$ cat src/design/gaussian_hill_height_field_top_defines.svh
// ----------------------------------------------------------------------------
// gaussian hill height field assertion macros
// shared concurrent assertion forms for the height field block
// ----------------------------------------------------------------------------
`ifndef GAUSSIAN_HILL_HEIGHT_FIELD_TOP_DEFINES_SVH
`define GAUSSIAN_HILL_HEIGHT_FIELD_TOP_DEFINES_SVH

// same-cycle implication on clk, off during reset
`define GHHF_ASSERT_IMPL(label, ante, cons) \
	label: assert property (@(posedge clk) disable iff (!arst_n) (ante) |-> (cons)) \
		else $error("height field assertion failed");

// next-cycle implication on clk, off during reset
`define GHHF_ASSERT_NEXT(label, ante, cons) \
	label: assert property (@(posedge clk) disable iff (!arst_n) (ante) |=> (cons)) \
		else $error("height field assertion failed");

`endif

$ cat src/design/ghhf_pkg.sv
// ----------------------------------------------------------------------------
// ghhf_pkg
// types, hill table and fractional power-of-two table for the height field
// ----------------------------------------------------------------------------
package ghhf_pkg;

	localparam int MUL_A_W = 32;
	localparam int MUL_B_W = 25;
	localparam int MUL_P_W = MUL_A_W + MUL_B_W;

	localparam logic [19:0] Z_MAX = 20'hFFFFF;

	typedef struct packed {
		logic [15:0] cu;
		logic [15:0] cv;
		logic [15:0] kfac;
		logic [19:0] hgt;
	} hill_t;

	function automatic hill_t ghhf_hill(input logic [3:0] idx);
		hill_t h;
		case (idx)
			4'd0:    h = '{cu: 16'd32768, cv: 16'd32768, kfac: 16'd22713, hgt: 20'd14418};
			4'd1:    h = '{cu: 16'd52429, cv: 16'd45875, kfac: 16'd3634,  hgt: 20'd131072};
			4'd2:    h = '{cu: 16'd13107, cv: 16'd19661, kfac: 16'd5678,  hgt: 20'd262144};
			4'd3:    h = '{cu: 16'd52429, cv: 16'd6554,  kfac: 16'd10095, hgt: 20'd196608};
			4'd4:    h = '{cu: 16'd13107, cv: 16'd45875, kfac: 16'd10095, hgt: 20'd131072};
			default: h = '0;
		endcase
		return h;
	endfunction

	// 2^(-k/16), q1.16
	function automatic logic [16:0] ghhf_pow2(input logic [4:0] k);
		logic [16:0] r;
		case (k)
			5'd0:    r = 17'd65536;
			5'd1:    r = 17'd62757;
			5'd2:    r = 17'd60097;
			5'd3:    r = 17'd57549;
			5'd4:    r = 17'd55109;
			5'd5:    r = 17'd52773;
			5'd6:    r = 17'd50535;
			5'd7:    r = 17'd48393;
			5'd8:    r = 17'd46341;
			5'd9:    r = 17'd44376;
			5'd10:   r = 17'd42495;
			5'd11:   r = 17'd40693;
			5'd12:   r = 17'd38968;
			5'd13:   r = 17'd37316;
			5'd14:   r = 17'd35734;
			5'd15:   r = 17'd34219;
			5'd16:   r = 17'd32768;
			default: r = 17'd32768;
		endcase
		return r;
	endfunction

endpackage

$ cat src/design/ghhf_mul.sv
// ----------------------------------------------------------------------------
// ghhf_mul
// shared unsigned multiplier with registered product
// ----------------------------------------------------------------------------
module ghhf_mul import ghhf_pkg::*; (
	input  logic               clk,
	input  logic [MUL_A_W-1:0] a,
	input  logic [MUL_B_W-1:0] b,
	output logic [MUL_P_W-1:0] p
);

	logic [MUL_P_W-1:0] prod_q;

	always_ff @(posedge clk) begin
		prod_q <= MUL_P_W'(a) * MUL_P_W'(b);
	end

	assign p = prod_q;

endmodule

$ cat src/design/gaussian_hill_height_field_top.sv
// ----------------------------------------------------------------------------
// gaussian_hill_height_field_top
// maps a parametric point (u, v) to a terrain point (x, y, z)
// ----------------------------------------------------------------------------
// usage:
//   input word: u_coord, v_coord, taken at a clock edge with start high and
//   busy low. busy stays high while the word is in work.
//   result word: x_pos, y_pos, z_height, shown for one cycle with done high.
//   the receiver cannot stall; it must take the word in that cycle.
//   extent is written with extent_we, only while the block is idle.
// timing:
//   one multiplier with a registered product is shared by every step: two
//   products for x and y, then eight sequencer steps per hill (seven
//   products plus one accumulate). done rises 2 + 8*NUM_HILLS cycles after
//   the accept edge, busy drops with it, and a new word may be taken in the
//   done cycle: one word every 3 + 8*NUM_HILLS cycles (43 for five hills).
// reset:
//   arst_n low clears the sequencer, drops busy and done, and loads extent
//   with 512 (2.0).
// ----------------------------------------------------------------------------
`include "gaussian_hill_height_field_top_defines.svh"

module gaussian_hill_height_field_top import ghhf_pkg::*; #(
	parameter int NUM_HILLS = 5
) (
	input  logic               clk,
	input  logic               arst_n,
	input  logic               start,
	output logic               busy,
	input  logic [16:0]        u_coord,
	input  logic [16:0]        v_coord,
	input  logic               extent_we,
	input  logic [15:0]        extent,
	output logic               done,
	output logic signed [23:0] x_pos,
	output logic signed [23:0] y_pos,
	output logic [19:0]        z_height
);

	localparam int HILL_W = (NUM_HILLS > 1) ? $clog2(NUM_HILLS) : 1;
	localparam logic [HILL_W-1:0] LAST_HILL = HILL_W'(NUM_HILLS - 1);

	localparam logic [3:0] PH_IDLE = 4'd0;
	localparam logic [3:0] PH_AX   = 4'd1;
	localparam logic [3:0] PH_AY   = 4'd2;
	localparam logic [3:0] PH_DX   = 4'd3;
	localparam logic [3:0] PH_DY   = 4'd4;
	localparam logic [3:0] PH_SX   = 4'd5;
	localparam logic [3:0] PH_SY   = 4'd6;
	localparam logic [3:0] PH_KT   = 4'd7;
	localparam logic [3:0] PH_IP   = 4'd8;
	localparam logic [3:0] PH_HG   = 4'd9;
	localparam logic [3:0] PH_ACC  = 4'd10;

	localparam logic [16:0] HALF = 17'd32768;

	function automatic logic [16:0] abs_diff(input logic [16:0] a, input logic [16:0] b);
		return (a >= b) ? (a - b) : (b - a);
	endfunction

	function automatic logic [24:0] rnd8(input logic [32:0] p);
		logic [33:0] s;
		s = {1'b0, p} + 34'd128;
		return s[32:8];
	endfunction

	function automatic logic [23:0] axis_sat(input logic [24:0] mag, input logic neg);
		logic [24:0] nm;
		logic [23:0] r;
		nm = ~mag + 25'd1;
		if (neg) begin
			r = (mag > 25'd8388608) ? 24'h800000 : nm[23:0];
		end else begin
			r = (mag > 25'd8388607) ? 24'h7FFFFF : mag[23:0];
		end
		return r;
	endfunction

	logic [3:0]        phase_q;
	logic [HILL_W-1:0] hill_q;
	logic              done_q;
	logic [15:0]       extent_q;
	logic [16:0]       u_q;
	logic [16:0]       v_q;
	logic [23:0]       x_q;
	logic [23:0]       y_q;
	logic [24:0]       mx_q;
	logic [24:0]       my_q;
	logic [49:0]       sq_q;
	logic              zero_q;
	logic [5:0]        sh_q;
	logic [16:0]       lo_q;
	logic [19:0]       z_q;

	logic [MUL_A_W-1:0] mul_a;
	logic [MUL_B_W-1:0] mul_b;
	logic [MUL_P_W-1:0] prod;

	hill_t       hill;
	logic        u_neg;
	logic        v_neg;
	logic [24:0] prod_rnd;
	logic [51:0] r2_sum;
	logic [34:0] r2_full;
	logic [31:0] r2c;
	logic [47:0] t_sum;
	logic [31:0] t_val;
	logic [15:0] n_val;
	logic        n_big;
	logic [16:0] pw_lo;
	logic [16:0] pw_hi;
	logic [16:0] pw_step;
	logic [24:0] ip_sum;
	logic [16:0] g_val;
	logic [35:0] sh_val;
	logic [21:0] term_sum;
	logic [20:0] term;
	logic [21:0] z_sum;
	logic [19:0] z_next;

	ghhf_mul u_mul (
		.clk (clk),
		.a   (mul_a),
		.b   (mul_b),
		.p   (prod)
	);

	assign hill     = ghhf_hill(4'(hill_q));
	assign u_neg    = ~(u_q[16] | u_q[15]);
	assign v_neg    = ~(v_q[16] | v_q[15]);
	assign prod_rnd = rnd8(prod[32:0]);

	assign r2_sum  = {2'b0, sq_q} + {2'b0, prod[49:0]} + 52'd32768;
	assign r2_full = r2_sum[50:16];
	assign r2c     = (|r2_full[34:32]) ? 32'hFFFFFFFF : r2_full[31:0];

	assign t_sum   = {1'b0, prod[46:0]} + 48'd32768;
	assign t_val   = t_sum[47:16];
	assign n_val   = t_val[31:16];
	assign n_big   = (|n_val[15:5]) | (n_val[4] & n_val[3]);
	assign pw_lo   = ghhf_pow2({1'b0, t_val[15:12]});
	assign pw_hi   = ghhf_pow2({1'b0, t_val[15:12]} + 5'd1);
	assign pw_step = pw_lo - pw_hi;

	assign ip_sum  = prod[24:0] + 25'd2048;
	assign g_val   = lo_q - {4'b0, ip_sum[24:12]};

	assign sh_val   = prod[35:0] >> sh_q;
	assign term_sum = sh_val[21:0] + 22'd1;
	assign term     = zero_q ? 21'd0 : term_sum[21:1];
	assign z_sum    = {2'b0, z_q} + {1'b0, term};
	assign z_next   = (z_sum > {2'b0, Z_MAX}) ? Z_MAX : z_sum[19:0];

	always_comb begin
		mul_a = '0;
		mul_b = '0;
		unique case (phase_q)
			PH_AX: begin
				mul_a = MUL_A_W'(abs_diff(u_q, HALF));
				mul_b = MUL_B_W'(extent_q);
			end
			PH_AY: begin
				mul_a = MUL_A_W'(abs_diff(v_q, HALF));
				mul_b = MUL_B_W'(extent_q);
			end
			PH_DX: begin
				mul_a = MUL_A_W'(abs_diff(u_q, {1'b0, hill.cu}));
				mul_b = MUL_B_W'(extent_q);
			end
			PH_DY: begin
				mul_a = MUL_A_W'(abs_diff(v_q, {1'b0, hill.cv}));
				mul_b = MUL_B_W'(extent_q);
			end
			PH_SX: begin
				mul_a = MUL_A_W'(mx_q);
				mul_b = mx_q;
			end
			PH_SY: begin
				mul_a = MUL_A_W'(my_q);
				mul_b = my_q;
			end
			PH_KT: begin
				mul_a = r2c;
				mul_b = MUL_B_W'(hill.kfac);
			end
			PH_IP: begin
				mul_a = MUL_A_W'(pw_step);
				mul_b = MUL_B_W'(t_val[11:0]);
			end
			PH_HG: begin
				mul_a = MUL_A_W'(hill.hgt);
				mul_b = MUL_B_W'(g_val);
			end
			default: begin
				mul_a = '0;
				mul_b = '0;
			end
		endcase
	end

	always_ff @(posedge clk or negedge arst_n) begin
		if (!arst_n) begin
			phase_q  <= PH_IDLE;
			hill_q   <= '0;
			done_q   <= 1'b0;
			extent_q <= 16'd512;
		end else begin
			done_q <= 1'b0;
			if (extent_we) begin
				extent_q <= extent;
			end
			unique case (phase_q)
				PH_IDLE: begin
					if (start) begin
						phase_q <= PH_AX;
						hill_q  <= '0;
					end
				end
				PH_AX:  phase_q <= PH_AY;
				PH_AY:  phase_q <= PH_DX;
				PH_DX:  phase_q <= PH_DY;
				PH_DY:  phase_q <= PH_SX;
				PH_SX:  phase_q <= PH_SY;
				PH_SY:  phase_q <= PH_KT;
				PH_KT:  phase_q <= PH_IP;
				PH_IP:  phase_q <= PH_HG;
				PH_HG:  phase_q <= PH_ACC;
				PH_ACC: begin
					if (hill_q == LAST_HILL) begin
						phase_q <= PH_IDLE;
						done_q  <= 1'b1;
					end else begin
						phase_q <= PH_DX;
						hill_q  <= hill_q + HILL_W'(1);
					end
				end
				default: phase_q <= PH_IDLE;
			endcase
		end
	end

	always_ff @(posedge clk) begin
		case (phase_q)
			PH_IDLE: begin
				if (start) begin
					u_q <= u_coord;
					v_q <= v_coord;
					z_q <= '0;
				end
			end
			PH_AY: x_q <= axis_sat(prod_rnd, u_neg);
			PH_DX: begin
				if (hill_q == '0) begin
					y_q <= axis_sat(prod_rnd, v_neg);
				end
			end
			PH_DY: mx_q <= prod_rnd;
			PH_SX: my_q <= prod_rnd;
			PH_SY: sq_q <= prod[49:0];
			PH_IP: begin
				lo_q   <= pw_lo;
				zero_q <= n_big;
				sh_q   <= {1'b0, n_val[4:0]} + 6'd15;
			end
			PH_ACC: z_q <= z_next;
			default: ;
		endcase
	end

	assign busy     = (phase_q != PH_IDLE);
	assign done     = done_q;
	assign x_pos    = x_q;
	assign y_pos    = y_q;
	assign z_height = z_q;

	`GHHF_ASSERT_IMPL(a_done_idle, done_q, phase_q == PH_IDLE)
	`GHHF_ASSERT_NEXT(a_start_run, start && !busy, phase_q == PH_AX)
	`GHHF_ASSERT_NEXT(a_last_done, (phase_q == PH_ACC) && (hill_q == LAST_HILL), done_q)
	`GHHF_ASSERT_IMPL(a_hill_range, phase_q != PH_IDLE, hill_q <= LAST_HILL)

endmodule

$ cat config.mk
export PLATFORM = sky130hd
export DESIGN_NAME = gaussian_hill_height_field_top
export DESIGN_NICKNAME = d
export VERILOG_FILES = /design/src/design/ghhf_pkg.sv /design/src/design/ghhf_mul.sv /design/src/design/gaussian_hill_height_field_top.sv
export VERILOG_INCLUDE_DIRS = /design/src /design/src/design
export SDC_FILE = /design/constraint.sdc
export NUM_CORES = 2
export LEC_CHECK = 0
export BUFFER_PORTS_ARGS = -buffer_cell sky130_fd_sc_hd__buf_2
export CAP_MARGIN = 20
export CORE_ASPECT_RATIO = 2
export CORE_MARGIN = 3
export CORE_UTILIZATION = 45
export DETAILED_ROUTE_END_ITERATION = 7
export PLACE_DENSITY_LB_ADDON = 0.3
export SLEW_MARGIN = 25
export SYNTH_ARGS = -nofsm -noshare
export SYNTH_HDL_FRONTEND = slang
export SYNTH_HIERARCHICAL = 1
export SYNTH_SLANG_ARGS = --single-unit
$ cat constraint.sdc
create_clock -name clk -period 13.2 [get_ports clk]
set_clock_uncertainty 0.05 [all_clocks]
set_input_delay 2.64 -clock clk [delete_from_list [all_inputs] [get_ports clk]]
set_output_delay 2.64 -clock clk [all_outputs]
set_load 0.01 [all_outputs]
==> Word level (Yosys, flattened, before mapping) <==
Memories as Yosys holds them, arrays and structs flattened.
Cells that the tools add are included.
{ "word_totals": {"output_inout_bits": 70, "latch_bits": 0, "inputBits": 54, "rom_bits": 816, "memories": 2, "regBits": 300, "ramBits": 0, "word_cells": 104} }
{ "memory_table": {"columns": ["memory", "depth", "word_bits", "read_ports", "rd_clocked_by_memory_dff", "write_ports", "line", "source"], "rows": [
  ["(name not given)", 32, 17, 1, 0, 0, "ghhf_pkg.sv:36", "case (k)"],
  ["(name not given)", 16, 17, 1, 0, 0, "ghhf_pkg.sv:36", null]
]} }
{ "classes": {"n_shift": 1, "magnitude_cmp": 7, "eq_ne": 16, "n_addsub": 21, "div_mod_pow": 0, "bitwise_logic": 5, "muxes": 24, "n_reduce_logical": 11, "mul": 1} }
{ "op_table": {"columns": ["operator", "count"], "rows": [
  ["$pmux 68 s5", 1],
  ["$pmux 32 s9", 1],
  ["$pmux 25 s6", 1],
  ["$mux 24", 4],
  ["$mux 17", 4],
  ["$add 50x50->51", 1],
  ["$add 51x16->51 const B", 1],
  ["$mul 32x25->50", 1],
  ["$add 47x16->48 const B", 1],
  ["$pmux 4 s11", 1],
  ["$mux 20", 2],
  ["$pmux 20 s2", 1],
  ["$shr 36x6->22", 1],
  ["$ge 17x16->1", 2],
  ["$ge 17x16->1 const B", 2],
  ["$sub 16x17->17", 2],
  ["$sub 16x17->17 const A", 2],
  ["$sub 17x16->17", 2],
  ["$sub 17x16->17 const B", 2],
  ["$add 33x8->33 const B", 1],
  ["$mux 32", 1],
  ["$add 25x12->25 const B", 1],
  ["$gt 25x23->1 const B", 1],
  ["$gt 25x24->1 const B", 1],
  ["35 further kinds", 49]
]} }

==> Logic depth before layout (Yosys ltp) <==
{ "logic_depth": {"word_depth": 7, "ltp_mapped": 56, "ltp_nobuf": 50} }

==> Modules after synthesis <==
Netlist, hierarchy kept.
{ "by_module_without_submodules": {"columns": ["module", "cells_per_inst", "seq_area_each_um2", "area_each_um2", "n_inst"], "rows": [
  ["ghhf_mul", 3039, 1141.1, 27262.4, 1],
  ["gaussian_hill_height_field_top", 2696, 7388.3, 24430.9, 1]
]} }

==> Least setup slack after synthesis <==
Ideal clock, no wire load.
{ "synth_path": {"kind": "flip-flop to flip-flop", "from": "register u_mul.prod_q[19] (netlist: u_mul/p[19])", "to": "register u_mul/p[53] (netlist name)", "period_less_slack_ns": 12.390, "path_buffers": 8, "path_slack_ns": 0.810, "setup_ns": 0.127, "t_required_ns": 13.023, "arrival_time_ns": 12.213, "stages_incl_launch_ff": 53, "cell_sequence": "dfxtp_1 -> buf_2 -> nand2_1 -> nor3_1 -> buf_2 -> nand2_1 -> xnor2_1 -> clkbuf_1 -> ha_1 -> clkbuf_1 -> inv_1 -> ha_1 -> clkbuf_1 -> clkbuf_1 -> nand3_1 -> o21ai_0 -> nand2_1 -> fa_1 -> [17 not listed] -> fa_1 -> fa_1 -> fa_1 -> fa_1 -> inv_1 -> fa_1 -> inv_1 -> ha_1 -> buf_2 -> nand4_2 -> nor4_2 -> a22oi_1 -> or2_0 -> o21ba_1 -> o41ai_4 -> o31ai_2 -> and4b_1 -> or3_1"} }
{ "synth_lines": {"columns": ["item", "line", "source"], "rows": [
  ["from (decl)", "ghhf_mul.sv:12", "logic [MUL_P_W-1:0] prod_q;"],
  ["from (signal assigned)", "ghhf_mul.sv:15", "prod_q <= MUL_P_W'(a) * MUL_P_W'(b);"]
]} }

==> Final worst setup path <==
{ "layout_path": {"from": "register hill_q[0]", "to": "register u_mul.prod_q[47] (netlist: u_mul/p[47])"} }
{ "layout_via": {"elab_chain_len": 6, "word_cells_on_any_way": 17, "classes_between": "add/sub: 4; mul: 1; order compare: 2; eq/ne: 4; mux: 5; reduce/logical: 1"} }
{ "layout_rtl": {"columns": ["item", "line", "source"], "rows": [
  ["from (decl)", "gaussian_hill_height_field_top.sv:80", "logic [HILL_W-1:0] hill_q;"],
  ["from (signal assigned)", "gaussian_hill_height_field_top.sv:234", "hill_q <= hill_q + HILL_W'(1);"],
  ["$eq 3x3->1 (tied with other cells)", "ghhf_pkg.sv:22", "case (idx)"],
  ["$pmux 68 s5 (*)", "ghhf_pkg.sv:22", null],
  ["$sub 16x17->17 (tied with other cells)", "gaussian_hill_height_field_top.sv:58", "return (a >= b) ? (a - b) : (b - a);"],
  ["$mux 17", "gaussian_hill_height_field_top.sv:58", null],
  ["$pmux 32 s9 (*)", "gaussian_hill_height_field_top.sv:157", "unique case (phase_q)"],
  ["net mul_a[14]", "gaussian_hill_height_field_top.sv:95", "logic [MUL_A_W-1:0] mul_a;"],
  ["$mul 32x25->50 (*)", "ghhf_mul.sv:15", null]
]} }
The timed path passes the listed nets; every way through them passes the cells marked *.
A chain may end at the register's enable or synchronous reset.

==> metrics.txt <==
Crit Path Class register to register; Max Fanout on Critical Path 13; initial antenna violation count 9; Starting Density 0.455; Final Max Tran Viols 0; worst hold-check path type register to register; footprint of the multi-input gates 37500 um2; min-delay src u_mul/p[47]$_DFF_P_; Post-Syn Instances 5565; CP required 13710 ps; nets@finish 6796; CTS buffer count 27; CP Capture Type register; worst r2r src hill_q[0]$_DFFE_PN0P_; pin count of the biggest net entering global routing 49; max cap viols 0; CP max-delay cell fa_1; Worst Tran Pin Value 1110 ps; Core Rows 172; Worst Path Arrival 13110 ps; WP depth 45; delay-heaviest family, CP adder cells; DP HPWL 152 mm; gr usage total 0.334; die area 116000 um2; Detailed Route WL 192 mm; Core Region 110000 um2; Rel. slew slack 0.256; Fillers 10.5k; first-pass GRT wire length 285 mm; post-CTS sizing 0; port buffer count 123; number of global-route vias before repair 45.7k; Ports 124; Clock Sinks 300; CP Buf/Inv Count 11; final RePlAce weighted congestion 1.07; Clock transition at path regs 80 ps; via count 42.2k; Synth Area per Inst 9.02 um2; H-Tree Level Count 1; Reg area 8390 um2; 1st-iter DRT viols 2991; outcome finished, final reports clean; post-cts hold buffer count 0; Reg2Reg Depth 45; Die H 478 um; Setup-failing EPs final 0; CP startpoint kind register; Synth Net Count 6696; Hold EP sq_q[47]$_DFFE_PN_; routed wire length per instance 26.8 um; hold depth 0; # DRC 0; die width 242 um; share of cells above drive strength 1 0.107; Tmin final 12610 ps; most used cell, CP fa_1; CTS max path bufs 3; unrepaired setup endpoints after global routing no; Pre-antenna DRT Iters 7; Hold Vio Cnt, Final 0; setup TNS 0 ps; Antenna Nets Post-Route 0; Highest Clock Rate 79.3 MHz; capturing point of the worst reg2reg path u_mul/p[47]$_DFF_P_; grt total ovfl 0; clock root buffer clkbuf_16; Yosys warning count 6; Syn-to-layout area delta 8.77%; Max stage delay on crit path 680 ps; Clock Latency Late Sink 620 ps; final period utilization 0.955; vias per cell 5.88; post-CTS setup buffers 0; CTS tree yes; Synth Cell Area 50200 um2; R2R setup slack 590 ps
-- flip-flops by register name, indices dropped and copies added (netlist names), 16 cells and up --
signal    cells
sq_q         50
my_q         25
extent_q     16
x_pos        24
mx_q         25
y_pos        24
u_mul/p      50
v_q          17
z_height     20
lo_q         17
u_q          17
-- final cells by class --
cell class,instances,share of cell area
multi-input combinational,4073,0.687
sequential,300,0.154
inverter,888,0.0611
timing repair buffer,375,0.0482
tap,1479,0.0339
clock buffer,30,0.0126
clock inverter,20,0.00321
antenna,4,0.000183
-- routing by layer --
metal  part of all wire  vias up  track usage
met2               0.52     1836        0.611
li1                   -    18381            -
met1               0.30    21029        0.299
met4               0.13        4        0.345
met5            0.00011        -            0
met3              0.051      934       0.0545
-- cell usage in the layout (no fill, tap or decap), types with 15 or more instances in the layout --
cell	count
a21o_1	94
a21oi_1	319
a221oi_1	18
a22o_1	15
a22oi_1	18
a31oi_1	22
and2_1	432
and3_1	36
buf_2	123
buf_4	240
clkbuf_16	27
dfrtp_1	23
dfxtp_1	50
edfxtp_1	226
fa_1	681
ha_1	389
inv_1	884
mux2_2	35
mux2i_1	51
mux4_2	31
nand2_1	615
nand2b_1	36
nand3_1	75
nand4_1	54
nor2_1	219
nor2b_1	34
nor3_1	57
nor4_1	18
o211ai_1	34
o21ai_0	172
o21bai_1	29
o31ai_1	25
or2_2	17
or3_1	19
xnor2_1	150
xor2_1	90
-- per-stage QoR --
stage / area (um2) / setup WS [ps] / cells / hold slack, ps / util
2_1_floorplan: 50200 / 1100 / 5565 / 362 / -
3_3_place_gp: 53500 / 457 / 7112 / 379 / 0.486
3_5_place_dp: 53500 / 255 / 7112 / 377 / 0.486
4_1_cts: 54400 / 156 / 7162 / 396 / 0.494
5_1_grt: 54600 / 2.03 / 7166 / 405 / 0.495
6_report: 54600 / 592 / 7169 / 406 / 0.495
-- worst register-to-register path, delay by kind of cell (launching register included) --
| kind | cells | cell delay [ps] |
|---|---|---|
| buffers and inverters | 11 | 1910 |
| flip-flops | 1 | 420 |
| AO/OA/AOI/OAI | 11 | 2950 |
| multiplexers | 1 | 290 |
| AND/OR/NAND/NOR | 10 | 1680 |
| XOR/XNOR | 2 | 410 |
| adder cells (fa/ha/maj) | 10 | 4840 |
-- worst max-delay path by stage --
stage	from	endpoint	slack [ps]
2_1_floorplan	u_mul/p[19]$_DFF_P_	u_mul/p[47]$_DFF_P_	1100
3_3_place_gp	hill_q[0]$_DFFE_PN0P_	u_mul/p[47]$_DFF_P_	460
3_5_place_dp	hill_q[1]$_DFFE_PN0P_	u_mul/p[47]$_DFF_P_	250
4_1_cts	hill_q[0]$_DFFE_PN0P_	u_mul/p[47]$_DFF_P_	160
5_1_grt	hill_q[1]$_DFFE_PN0P_	u_mul/p[47]$_DFF_P_	2
6_report	hill_q[0]$_DFFE_PN0P_	u_mul/p[47]$_DFF_P_	590
Power is left out: the tool's default activity adds up to more than one toggle a clock period on the data nets, which glitch-free logic cannot reach.
